==> src/assert_macros.svh <==
// ----------------------------------------------------------------------------
// assert_macros.svh
// Concurrent assertion helpers shared by the union-find edge filter RTL.
// Both macros compile to nothing when SYNTHESIS is defined.
// ----------------------------------------------------------------------------
`ifndef ASSERT_MACROS_SVH
`define ASSERT_MACROS_SVH

`ifndef SYNTHESIS

// Property must hold at every clock edge outside reset
`define KUFEF_ASSERT(name, clk, rst_n, prop) \
  name: assert property (@(posedge clk) disable iff (!rst_n) prop) \
    else $error("kufef assertion failed");

// Condition must never be true outside reset
`define KUFEF_NEVER(name, clk, rst_n, cond) \
  name: assert property (@(posedge clk) disable iff (!rst_n) !(cond)) \
    else $error("kufef forbidden condition seen");

`else

`define KUFEF_ASSERT(name, clk, rst_n, prop)
`define KUFEF_NEVER(name, clk, rst_n, cond)

`endif

`endif

==> src/kufef_pkg.sv <==
// ----------------------------------------------------------------------------
// kufef_pkg
// Shared item types and fixed constants of the union-find edge filter.
// ----------------------------------------------------------------------------
`default_nettype none

package kufef_pkg;

  // Fixed field widths
  localparam int VIDX_W  = 7;   // vertex index on the input item
  localparam int WIN_W   = 16;  // edge weight on the input item
  localparam int SUM_W   = 23;  // total weight on the result item
  localparam int COUNT_W = 8;   // internal accepted-edge counter
  localparam int RANK_W  = 3;   // rank stored per forest entry
  localparam int VCNT_W  = 8;   // vertex_count register

  localparam logic [RANK_W-1:0]  RANK_MAX     = 3'd7;
  localparam logic [SUM_W-1:0]   SUM_MAX      = 23'h7F_FFFF;
  localparam logic [COUNT_W-1:0] TREE_OUT_MAX = 8'd127;
  localparam logic [VCNT_W-1:0]  VCOUNT_RESET = 8'd7;

  // One edge item
  typedef struct packed {
    logic              first_edge;
    logic [VIDX_W-1:0] src_vertex;
    logic [VIDX_W-1:0] dest_vertex;
    logic [WIN_W-1:0]  edge_weight;
  } edge_t;

  // One result item
  typedef struct packed {
    logic              accepted;
    logic              bad_vertex;
    logic [VIDX_W-1:0] tree_edges;
    logic [SUM_W-1:0]  total_weight;
    logic              complete;
  } result_t;

endpackage

`default_nettype wire

==> src/kufef_chan_if.sv <==
// ----------------------------------------------------------------------------
// kufef_chan_if
// Valid/ready channel carrying one payload item per handshake.
// ----------------------------------------------------------------------------
`default_nettype none

interface kufef_chan_if #(
  parameter type T = logic
);
  logic valid;
  logic ready;
  T     data;

  modport source (output valid, output data, input ready);
  modport sink   (input valid, input data, output ready);
endinterface

`default_nettype wire

==> src/kufef_forest_mem.sv <==
// ----------------------------------------------------------------------------
// kufef_forest_mem
// Forest store: one entry per vertex holding {rank, parent}. One write port,
// one read port, registered read data.
// ----------------------------------------------------------------------------
`default_nettype none

module kufef_forest_mem #(
  parameter int DEPTH = 128,
  parameter int AW    = 7,
  parameter int DW    = 10
) (
  input  logic          clk_i,
  input  logic          we_i,
  input  logic [AW-1:0] waddr_i,
  input  logic [DW-1:0] wdata_i,
  input  logic [AW-1:0] raddr_i,
  output logic [DW-1:0] rdata_o
);

  logic [DW-1:0] mem_q [DEPTH];
  logic [DW-1:0] rdata_q;

  // Write port
  always_ff @(posedge clk_i) begin
    if (we_i) begin
      mem_q[waddr_i] <= wdata_i;
    end
  end

  // Registered read port
  always_ff @(posedge clk_i) begin
    rdata_q <= mem_q[raddr_i];
  end

  assign rdata_o = rdata_q;

endmodule

`default_nettype wire

==> src/kufef_engine.sv <==
// ----------------------------------------------------------------------------
// kufef_engine
// Sequencer for one edge: clearing sweep, two root finds with path
// compression, union by rank, and the count / weight bookkeeping.
// ----------------------------------------------------------------------------
`default_nettype none

module kufef_engine
  import kufef_pkg::*;
#(
  parameter int MAX_VERTICES = 128,
  parameter int WEIGHT_BITS  = 16,
  parameter int VW           = 7,
  parameter int EW           = 10
) (
  input  logic              clk_i,
  input  logic              rst_ni,
  // edge items
  input  logic              in_valid_i,
  output logic              in_ready_o,
  input  edge_t             in_item_i,
  // configuration
  input  logic [VCNT_W-1:0] vertex_count_i,
  // result items
  output logic              res_valid_o,
  input  logic              res_ready_i,
  output result_t           res_item_o,
  // forest memory
  output logic              mem_we_o,
  output logic [VW-1:0]     mem_waddr_o,
  output logic [EW-1:0]     mem_wdata_o,
  output logic [VW-1:0]     mem_raddr_o,
  input  logic [EW-1:0]     mem_rdata_i
);

  localparam int WSTORE = (WEIGHT_BITS < WIN_W) ? WEIGHT_BITS : WIN_W;
  localparam int NV_CAP = (MAX_VERTICES > 255) ? 255 : MAX_VERTICES;
  localparam logic [VW-1:0] LAST_IDX = VW'(MAX_VERTICES - 1);

  typedef enum logic [7:0] {
    S_CLEAR = 8'b0000_0001,
    S_IDLE  = 8'b0000_0010,
    S_CHECK = 8'b0000_0100,
    S_FIND  = 8'b0000_1000,
    S_COMP  = 8'b0001_0000,
    S_JOIN  = 8'b0010_0000,
    S_RANK  = 8'b0100_0000,
    S_DONE  = 8'b1000_0000
  } state_e;

  state_e state_q, state_d;
  logic   pend_q, pend_d;
  logic [VW-1:0]      clr_q, clr_d;
  logic [COUNT_W-1:0] count_q, count_d;
  logic [SUM_W-1:0]   sum_q, sum_d;
  logic               acc_q, acc_d;
  logic               bad_q, bad_d;

  logic [VIDX_W-1:0] src_q, src_d, dst_q, dst_d;
  logic [WSTORE-1:0] wt_q, wt_d;
  logic [VW-1:0]     cur_q, cur_d, root_q, root_d, rs_q, rs_d;
  logic              phase_q, phase_d;
  logic [RANK_W-1:0] rank_s_q, rank_s_d, rank_d_q, rank_d_d;

  logic [VCNT_W-1:0] nv, target;
  logic [VW-1:0]     src_v, dst_v, start_v;
  logic [VW-1:0]     rd_parent;
  logic [RANK_W-1:0] rd_rank;
  logic [SUM_W:0]    sum_ext;

  // Effective vertex count and spanning-tree edge target
  assign nv     = (vertex_count_i > VCNT_W'(NV_CAP)) ? VCNT_W'(NV_CAP) : vertex_count_i;
  assign target = (nv == '0) ? '0 : nv - VCNT_W'(1);

  assign src_v     = VW'(src_q);
  assign dst_v     = VW'(dst_q);
  assign start_v   = phase_q ? dst_v : src_v;
  assign rd_parent = mem_rdata_i[VW-1:0];
  assign rd_rank   = mem_rdata_i[EW-1:VW];
  assign sum_ext   = {1'b0, sum_q} + (SUM_W+1)'(wt_q);

  // Next-state and memory access logic
  always_comb begin
    state_d  = state_q;
    pend_d   = pend_q;
    clr_d    = clr_q;
    count_d  = count_q;
    sum_d    = sum_q;
    acc_d    = acc_q;
    bad_d    = bad_q;
    src_d    = src_q;
    dst_d    = dst_q;
    wt_d     = wt_q;
    cur_d    = cur_q;
    root_d   = root_q;
    rs_d     = rs_q;
    phase_d  = phase_q;
    rank_s_d = rank_s_q;
    rank_d_d = rank_d_q;

    in_ready_o  = 1'b0;
    res_valid_o = 1'b0;
    mem_we_o    = 1'b0;
    mem_waddr_o = cur_q;
    mem_wdata_o = '0;
    mem_raddr_o = cur_q;

    case (state_q)
      // one entry per cycle back to a singleton tree
      S_CLEAR: begin
        mem_we_o    = 1'b1;
        mem_waddr_o = clr_q;
        mem_wdata_o = {{RANK_W{1'b0}}, clr_q};
        clr_d       = clr_q + VW'(1);
        if (clr_q == LAST_IDX) begin
          clr_d   = '0;
          pend_d  = 1'b0;
          state_d = pend_q ? S_CHECK : S_IDLE;
        end
      end

      S_IDLE: begin
        in_ready_o = 1'b1;
        if (in_valid_i) begin
          src_d = in_item_i.src_vertex;
          dst_d = in_item_i.dest_vertex;
          wt_d  = in_item_i.edge_weight[WSTORE-1:0];
          acc_d = 1'b0;
          bad_d = 1'b0;
          if (in_item_i.first_edge) begin
            count_d = '0;
            sum_d   = '0;
            pend_d  = 1'b1;
            state_d = S_CLEAR;
          end else begin
            state_d = S_CHECK;
          end
        end
      end

      // range and tree-full checks, then start the source find
      S_CHECK: begin
        if (({1'b0, src_q} >= nv) || ({1'b0, dst_q} >= nv)) begin
          bad_d   = 1'b1;
          state_d = S_DONE;
        end else if (count_q < target) begin
          mem_raddr_o = src_v;
          cur_d       = src_v;
          phase_d     = 1'b0;
          state_d     = S_FIND;
        end else begin
          state_d = S_DONE;
        end
      end

      // walk parent pointers, one hop per cycle
      S_FIND: begin
        if (rd_parent == cur_q) begin
          root_d = cur_q;
          if (phase_q) begin
            rank_d_d = rd_rank;
          end else begin
            rank_s_d = rd_rank;
          end
          mem_raddr_o = start_v;
          cur_d       = start_v;
          state_d     = S_COMP;
        end else begin
          mem_raddr_o = rd_parent;
          cur_d       = rd_parent;
        end
      end

      // rewalk the path, pointing each node at the root
      S_COMP: begin
        if (cur_q == root_q) begin
          if (!phase_q) begin
            rs_d        = root_q;
            mem_raddr_o = dst_v;
            cur_d       = dst_v;
            phase_d     = 1'b1;
            state_d     = S_FIND;
          end else if (root_q == rs_q) begin
            state_d = S_DONE;
          end else begin
            acc_d   = 1'b1;
            count_d = count_q + COUNT_W'(1);
            sum_d   = (sum_ext > (SUM_W+1)'(SUM_MAX)) ? SUM_MAX : sum_ext[SUM_W-1:0];
            state_d = S_JOIN;
          end
        end else begin
          mem_we_o    = 1'b1;
          mem_waddr_o = cur_q;
          mem_wdata_o = {rd_rank, root_q};
          mem_raddr_o = rd_parent;
          cur_d       = rd_parent;
        end
      end

      // union by rank: hang the lower tree under the higher one
      S_JOIN: begin
        mem_we_o = 1'b1;
        state_d  = S_DONE;
        if (rank_s_q < rank_d_q) begin
          mem_waddr_o = rs_q;
          mem_wdata_o = {rank_s_q, root_q};
        end else begin
          mem_waddr_o = root_q;
          mem_wdata_o = {rank_d_q, rs_q};
          if ((rank_s_q == rank_d_q) && (rank_s_q < RANK_MAX)) begin
            state_d = S_RANK;
          end
        end
      end

      // equal ranks: the surviving root grows by one
      S_RANK: begin
        mem_we_o    = 1'b1;
        mem_waddr_o = rs_q;
        mem_wdata_o = {rank_s_q + RANK_W'(1), rs_q};
        state_d     = S_DONE;
      end

      S_DONE: begin
        res_valid_o = 1'b1;
        if (res_ready_i) begin
          state_d = S_IDLE;
        end
      end

      default: begin
        state_d = S_IDLE;
      end
    endcase
  end

  // Result item
  always_comb begin
    res_item_o.accepted     = acc_q;
    res_item_o.bad_vertex   = bad_q;
    res_item_o.tree_edges   = (count_q > TREE_OUT_MAX) ? TREE_OUT_MAX[VIDX_W-1:0]
                                                       : count_q[VIDX_W-1:0];
    res_item_o.total_weight = sum_q;
    res_item_o.complete     = (count_q >= target);
  end

  // Control state; reset starts a clearing sweep
  always_ff @(posedge clk_i or negedge rst_ni) begin
    if (!rst_ni) begin
      state_q <= S_CLEAR;
      pend_q  <= 1'b0;
      clr_q   <= '0;
      count_q <= '0;
      sum_q   <= '0;
      acc_q   <= 1'b0;
      bad_q   <= 1'b0;
    end else begin
      state_q <= state_d;
      pend_q  <= pend_d;
      clr_q   <= clr_d;
      count_q <= count_d;
      sum_q   <= sum_d;
      acc_q   <= acc_d;
      bad_q   <= bad_d;
    end
  end

  // Working registers of the current item
  always_ff @(posedge clk_i) begin
    src_q    <= src_d;
    dst_q    <= dst_d;
    wt_q     <= wt_d;
    cur_q    <= cur_d;
    root_q   <= root_d;
    rs_q     <= rs_d;
    phase_q  <= phase_d;
    rank_s_q <= rank_s_d;
    rank_d_q <= rank_d_d;
  end

endmodule

`default_nettype wire

==> src/kruskal_union_find_edge_filter.sv <==
// ----------------------------------------------------------------------------
// kruskal_union_find_edge_filter
// Kruskal spanning-tree edge filter over a union-find forest in one memory.
// ----------------------------------------------------------------------------
// Usage:
//   edge_i carries one edge item (first_edge, src_vertex, dest_vertex,
//   edge_weight); edges are sent in non-decreasing weight order. result_o
//   returns exactly one result item per edge, in order. cfg_i writes
//   vertex_count; it is always ready and should be written only while idle.
//   The work for an edge grows with ds and dd, the endpoint depths below their
//   roots (at most log2 of the vertex count with union by rank); a taken edge
//   adds a join write and equal ranks a rank write. A bad endpoint or a
//   finished tree goes straight from the check to its result. One edge is in
//   flight at a time; the next is taken only once the engine is back in idle
//   after handing on the result. The single read port of the forest memory,
//   one hop per cycle, sets the rate.
//   An edge with first_edge set first sweeps all MAX_VERTICES forest entries.
//   After reset the same sweep runs while edge_i is not ready; cfg_i writes
//   are taken throughout.
//   A result waits in an output register; when the receiver stalls the next
//   edge is still taken and worked, and holds only at its own result.
// ----------------------------------------------------------------------------
`default_nettype none

`include "assert_macros.svh"

module kruskal_union_find_edge_filter
  import kufef_pkg::*;
#(
  parameter int MAX_VERTICES = 128,
  parameter int WEIGHT_BITS  = 16
) (
  input  logic         clk_i,
  input  logic         rst_ni,
  kufef_chan_if.sink   edge_i,
  kufef_chan_if.source result_o,
  kufef_chan_if.sink   cfg_i
);

  localparam int VW = $clog2(MAX_VERTICES);
  localparam int EW = RANK_W + VW;

  logic [VCNT_W-1:0] vcount_q;
  logic              res_valid, res_ready;
  result_t           res_item;
  logic              out_valid_q;
  result_t           out_item_q;
  logic              mem_we;
  logic [VW-1:0]     mem_waddr, mem_raddr;
  logic [EW-1:0]     mem_wdata, mem_rdata;

  // Configuration register
  assign cfg_i.ready = 1'b1;

  always_ff @(posedge clk_i or negedge rst_ni) begin
    if (!rst_ni) begin
      vcount_q <= VCOUNT_RESET;
    end else if (cfg_i.valid) begin
      vcount_q <= cfg_i.data;
    end
  end

  // Edge sequencer
  kufef_engine #(
    .MAX_VERTICES (MAX_VERTICES),
    .WEIGHT_BITS  (WEIGHT_BITS),
    .VW           (VW),
    .EW           (EW)
  ) u_engine (
    .clk_i          (clk_i),
    .rst_ni         (rst_ni),
    .in_valid_i     (edge_i.valid),
    .in_ready_o     (edge_i.ready),
    .in_item_i      (edge_i.data),
    .vertex_count_i (vcount_q),
    .res_valid_o    (res_valid),
    .res_ready_i    (res_ready),
    .res_item_o     (res_item),
    .mem_we_o       (mem_we),
    .mem_waddr_o    (mem_waddr),
    .mem_wdata_o    (mem_wdata),
    .mem_raddr_o    (mem_raddr),
    .mem_rdata_i    (mem_rdata)
  );

  // Forest store
  kufef_forest_mem #(
    .DEPTH (MAX_VERTICES),
    .AW    (VW),
    .DW    (EW)
  ) u_forest (
    .clk_i   (clk_i),
    .we_i    (mem_we),
    .waddr_i (mem_waddr),
    .wdata_i (mem_wdata),
    .raddr_i (mem_raddr),
    .rdata_o (mem_rdata)
  );

  // Output register
  assign res_ready = !out_valid_q || result_o.ready;

  always_ff @(posedge clk_i or negedge rst_ni) begin
    if (!rst_ni) begin
      out_valid_q <= 1'b0;
    end else if (res_ready) begin
      out_valid_q <= res_valid;
    end
  end

  always_ff @(posedge clk_i) begin
    if (res_valid && res_ready) begin
      out_item_q <= res_item;
    end
  end

  assign result_o.valid = out_valid_q;
  assign result_o.data  = out_item_q;

  // Checks
  `KUFEF_ASSERT(a_busy_after_accept, clk_i, rst_ni, edge_i.valid && edge_i.ready |=> !edge_i.ready)
  `KUFEF_NEVER(a_no_write_while_idle, clk_i, rst_ni, edge_i.ready && mem_we)
  `KUFEF_ASSERT(a_accept_is_sane, clk_i, rst_ni, result_o.valid && result_o.data.accepted |-> !result_o.data.bad_vertex && result_o.data.tree_edges != '0)

endmodule

`default_nettype wire

==> src/flat_wrapper.sv <==
// flat-port wrapper written by rule: the top's interface ports become plain ports
module kruskal_union_find_edge_filter_flat import kufef_pkg::*;
#(
  parameter int MAX_VERTICES = 128,
  parameter int WEIGHT_BITS  = 16
)
  (clk_i, rst_ni, edge_i_valid, edge_i_data, edge_i_ready, result_o_valid, result_o_data, result_o_ready, cfg_i_valid, cfg_i_data, cfg_i_ready);
  kufef_chan_if #(.T(edge_t)) edge_i_i ();
  kufef_chan_if #(.T(result_t)) result_o_i ();
  kufef_chan_if #(.T(logic [VCNT_W-1:0])) cfg_i_i ();
  input  logic clk_i;
  input  logic rst_ni;
  input wire logic [$bits(edge_i_i.valid)-1:0] edge_i_valid;
  input wire logic [$bits(edge_i_i.data)-1:0] edge_i_data;
  output wire logic [$bits(edge_i_i.ready)-1:0] edge_i_ready;
  output wire logic [$bits(result_o_i.valid)-1:0] result_o_valid;
  output wire logic [$bits(result_o_i.data)-1:0] result_o_data;
  input wire logic [$bits(result_o_i.ready)-1:0] result_o_ready;
  input wire logic [$bits(cfg_i_i.valid)-1:0] cfg_i_valid;
  input wire logic [$bits(cfg_i_i.data)-1:0] cfg_i_data;
  output wire logic [$bits(cfg_i_i.ready)-1:0] cfg_i_ready;
  assign edge_i_i.valid = edge_i_valid;
  assign edge_i_i.data = edge_i_data;
  assign edge_i_ready = edge_i_i.ready;
  assign result_o_valid = result_o_i.valid;
  assign result_o_data = result_o_i.data;
  assign result_o_i.ready = result_o_ready;
  assign cfg_i_i.valid = cfg_i_valid;
  assign cfg_i_i.data = cfg_i_data;
  assign cfg_i_ready = cfg_i_i.ready;
  kruskal_union_find_edge_filter #(.MAX_VERTICES(MAX_VERTICES), .WEIGHT_BITS(WEIGHT_BITS)) u_core (.clk_i(clk_i), .rst_ni(rst_ni), .edge_i(edge_i_i), .result_o(result_o_i), .cfg_i(cfg_i_i));
endmodule
==> config.mk <==
export PLATFORM = sky130hd
export DESIGN_NAME = kruskal_union_find_edge_filter_flat
export DESIGN_NICKNAME = d
export VERILOG_FILES = /design/src/kufef_pkg.sv /design/src/kufef_chan_if.sv /design/src/kufef_forest_mem.sv /design/src/kufef_engine.sv /design/src/kruskal_union_find_edge_filter.sv /design/src/flat_wrapper.sv
export VERILOG_INCLUDE_DIRS = /design/src /design/src/src
export SDC_FILE = /design/constraint.sdc
export NUM_CORES = 2
export LEC_CHECK = 0
export BUFFER_PORTS_ARGS = -buffer_cell sky130_fd_sc_hd__buf_2
export CORE_MARGIN = 2
export CORE_UTILIZATION = 45
export CTS_CLUSTER_SIZE = 16
export DETAILED_ROUTE_END_ITERATION = 12
export SYNTH_ARGS = -nofsm -noshare
export SYNTH_HDL_FRONTEND = slang
export SYNTH_HIERARCHICAL = 1
export SYNTH_SLANG_ARGS = --single-unit
==> constraint.sdc <==
create_clock -name clk_i -period 15.65 [get_ports clk_i]
set_input_delay 0.7825 -clock clk_i [delete_from_list [all_inputs] [get_ports clk_i]]
set_output_delay 0.7825 -clock clk_i [all_outputs]
set_load 0.03 [all_outputs]
==> summary.txt <==
Outcome
  – Outcome: finished clean

Timing
  – RSZ-0062 raised after global routing: false
  – Max-slew violation count: 0
  – Slew margin rel.: 0.0341
  – WHS: 172 ps
  – Final hold violations: 0
  – Fmax: 127 MHz
  – Tcrit/Tclk final: 0.502
  – # setup viols final: 0
  – Setup Skew: 32.4 ps
  – Final worst setup slack: 7790 ps
  – Total negative slack: 0 ps
  – Worst Tran Pin Value: 1440 ps
  – Min Tclk post-route: 7860 ps

Synth
  – Cell area after synthesis: 57500 um2
  – EDFF count, synth: 1364
  – Seq/Total Area, Yosys: 0.744
  – Async set or reset register ratio after synthesis: 0.0403
  – Syn avg cell area: 21.0 um2
  – Number of library cell types mapped by synthesis: 67
  – Yosys warnings: 6
  – Dominant synthesized flop cell: edfxtp_1
  – Synth Net Count: 2832
  – Yosys reg bits: 1439
  – Cells after Synth: 2741

Worst hold path
  – Hold/Removal Path Class: primary input to asynchronous set/reset pin

CTS
  – Clock latency on the worst-skew pair: 790 ps
  – Hold_buf cts: 0
  – # resized after CTS: 0
  – Post-CTS setup buffers: 0
  – CTS Root Cell: clkbuf_16
  – Total clock sinks: 1439
  – H-tree Lvls: 4
  – Clock buffer count from CTS: 150
  – Clk buf depth: 3
  – Clock-pin slew on the worst setup and hold paths: 60 ps
  – CTS tree: done

Worst setup path
  – Critical path endpoint category: flip-flop
  – Reg-to-reg critical path endpoint: u_core/u_forest/rdata_o[7]
  – Crit-path max cell delay: 810 ps
  – Reg2Reg Setup Slack: 7790 ps
  – Maximum fanout along the worst path: 108
  – Worst EP arrival: 8530 ps
  – CP Cell Sequence: nand2b_1 > ha_1 > nand4_1 > nand2b_1 > nand2b_1 > ha_1 > nor2b_1 > o211ai_1 > a21oi_1 > a211oi_1 > o21ai_1 > buf_4 > a21oi_1 > a2bb2oi_4 > buf_4 > buf_12 > buf_4 > mux4_2 > mux4_2 > mux4_2 > mux2_2
  – Critical-path cell with the highest stage delay: buf_4
  – CP Launch Point: u_core/vcount_q[7]
  – Critical path type: flip-flop to flip-flop
  – CP endpoint: u_core/u_forest/rdata_o[7]
  – R2R depth: 21
  – Worst flop-to-flop path startpoint: u_core/vcount_q[7]
  – Worst path required time: 16320 ps
  – Crit path launch type: flip-flop

Finish
  – Filler cells: 9910
  – Share of cells above drive strength 1: 0.280
  – Fin nets: 3002
  – Final Util: 0.510
  – Area Growth Syn to Fin: 12.9%
  – Layout Cells excl Fill: 4686
  – Finished Cell Area: 64900 um2

Pwr
  – Comb power frac: 0.222
  – Power share of the clock group: 0.345
  – Total chip power: 10.0 mW
  – Total net switching power: 2.84 mW
  – P_int: 7.20 mW
  – Pleak: 17.9 nW
  – Switching Share: 0.283
  – Max IR drop VDD: 0.312 mV
  – PD cells: 155 nW/um2
  – Sequential power share: 0.433

GRT
  – GRT met2 Usage: 0.341
  – Met3 GRT Util: 0.0459
  – GR Util All Layers: 0.214
  – Vias in the first global route: 28802
  – Top Usage Layer GRT: met2
  – Met1 GRT Util: 0.305
  – Largest net degree at the start of global routing: 173
  – Total gr overflow: 0
  – Initial antenna violation count: 3
  – First-pass GRT wire length: 202000 um

Placement
  – Placer Congestion: 0.823
  – Post-DP Area: 60200 um2
  – Dpl cells: 4421
  – Pre-CTS WS: 7730 ps
  – # port buffers: 78
  – Hpwl dp: 83600 um

Floorplan
  – Starting density of the core: 0.452
  – Full die area: 131000 um2
  – Core Region: 127000 um2
  – IO Count: 80
  – Chip height: 361 um
  – Die width: 361 um
  – Row count: 131

Drt
  – Post-DRT Antenna Nets: 0
  – Per-cell routed wire length: 29.6 um
  – Vias per cell: 6.04
  – Starting DRC count in detailed routing: 3272
  – Vias: 28313
  – Routed WL: 139000 um
  – DRT Pass-1 Iters: 6
  – Number of remaining DRC errors: 0

Run
  – Max Cap Viol: 0
final cells by class:
cell class / instances / area [um2] / area share
Inverter: 27 / 114 / 0.00175
Clock buffer: 198 / 4050 / 0.0624
Timing Repair Buffer: 151 / 963 / 0.0148
Clock inverter: 66 / 709 / 0.0109
Multi-Input combinational cell: 1142 / 14200 / 0.219
Sequential cell: 1439 / 42800 / 0.659
Antenna cell: 1 / 2.50 / 0.0000385
Tap cell: 1662 / 2080 / 0.0320
power groups by stage:
stage	combinational [mW]	sequential, mW	clock (mW)
after floorplan	1.62	4.38	0
after global placement	2.25	4.43	0
after detailed placement	2.27	4.43	0
after CTS	2.27	4.35	3.54
after global routing	2.37	4.36	3.68
final	2.23	4.35	3.46
worst max-delay path: cells and delay by family (launching register included):
family / cells / cell delay (ps)
flops: 1 / 620
buf+inv: 4 / 2410
compound gates: 6 / 1170
fa+ha+maj: 2 / 510
mux: 4 / 1870
simple gates: 5 / 880
sequential cells by signal, summed over array words and instances, names as in the netlist:
register	cells
u_core/u_forest/mem_q	1280
u_core/result_o.data	33
u_core/u_engine/sum_q	23
u_core/u_engine/wt_q	16
u_core/u_forest/rdata_o	10
u_core/u_engine/count_q	8
u_core/u_engine/state_q	8
u_core/vcount_q	8
u_core/u_engine/clr_q	7
u_core/u_engine/cur_q	7
u_core/u_engine/dst_q	7
u_core/u_engine/root_q	7
u_core/u_engine/rs_q	7
u_core/u_engine/src_q	7
u_core/u_engine/rank_d_q	3
u_core/u_engine/rank_s_q	3
u_core/result_o.valid	1
u_core/u_engine/acc_q	1
u_core/u_engine/bad_q	1
u_core/u_engine/pend_q	1
u_core/u_engine/phase_q	1
cell families (layout without fill, tap and decap cells):
logic type      Yosys count  in the layout  share of synthesized area
other cells               1              2                  0.0000652
xor+xnor                 46             46                    0.00701
mux                     458            458                      0.172
flops                  1439           1439                      0.744
fa+ha+maj                47             47                     0.0104
compound gates          193            193                     0.0223
simple gates            397            397                     0.0325
buf+inv                 160            442                     0.0118
Yosys cell counts, types with 12 or more instances:
library cell | n | area share
a21o_1 | 12 | 0.0016
a21oi_1 | 37 | 0.0032
buf_2 | 33 | 0.0029
clkbuf_1 | 88 | 0.0057
dfrtp_1 | 54 | 0.024
dfxtp_1 | 17 | 0.0059
edfxtp_1 | 1364 | 0.71
ha_1 | 46 | 0.010
inv_1 | 27 | 0.0018
mux2_2 | 16 | 0.0031
mux2i_1 | 14 | 0.0024
mux4_2 | 420 | 0.16
nand2_1 | 87 | 0.0057
nand2b_1 | 24 | 0.0026
nand3_1 | 36 | 0.0031
nor2_1 | 148 | 0.0097
nor2b_1 | 16 | 0.0017
nor3_1 | 26 | 0.0023
o21ai_0 | 61 | 0.0053
or2_2 | 12 | 0.0013
xnor2_1 | 24 | 0.0037
xor2_1 | 22 | 0.0034
worst min path at each step:
stage	to	slack [ps]	depth (start not counted)	startpoint
final	u_core/u_engine/sum_q[6]	170	2	rst_ni
after global routing	u_core/u_engine/src_q[4]	140	1	edge_i_data[27]
after CTS	u_core/u_engine/src_q[5]	120	1	edge_i_data[28]
after detailed placement	u_core/result_o.data[32]	460	0	u_core/u_engine/acc_q
after global placement	u_core/result_o.data[32]	430	0	u_core/u_engine/acc_q
after floorplan	u_core/u_engine/rank_d_q[0]	430	0	u_core/u_forest/rdata_o[7]
metal layers:
metal / part of all wire / vias to the layer above
met3: 0.079 / 170
met4: 0.019 / 0
met1: 0.42 / 15209
met5: 0 / -
met2: 0.48 / 1166
li1: - / 11768
layout by cell type, fill, tap and decap left out, types with 12 or more instances in the layout:
master        n
dfrtp_1      54
edfxtp_1   1364
dfxtp_1      17
nand2b_1     24
mux2i_1      14
or2_2        12
buf_4        71
mux4_2      420
clkbuf_16   154
inv_1        22
mux2_2       16
xnor2_1      24
clkbuf_1     41
nand3_1      32
nor3_1       25
buf_2        78
ha_1         46
nor2_1      145
nand2_1      86
a21oi_1      37
a21o_1       12
nor2b_1      16
clkinv_2     17
xor2_1       22
o21ai_0      59
clkinv_1     25
Power figures use the tool's default switching activity.
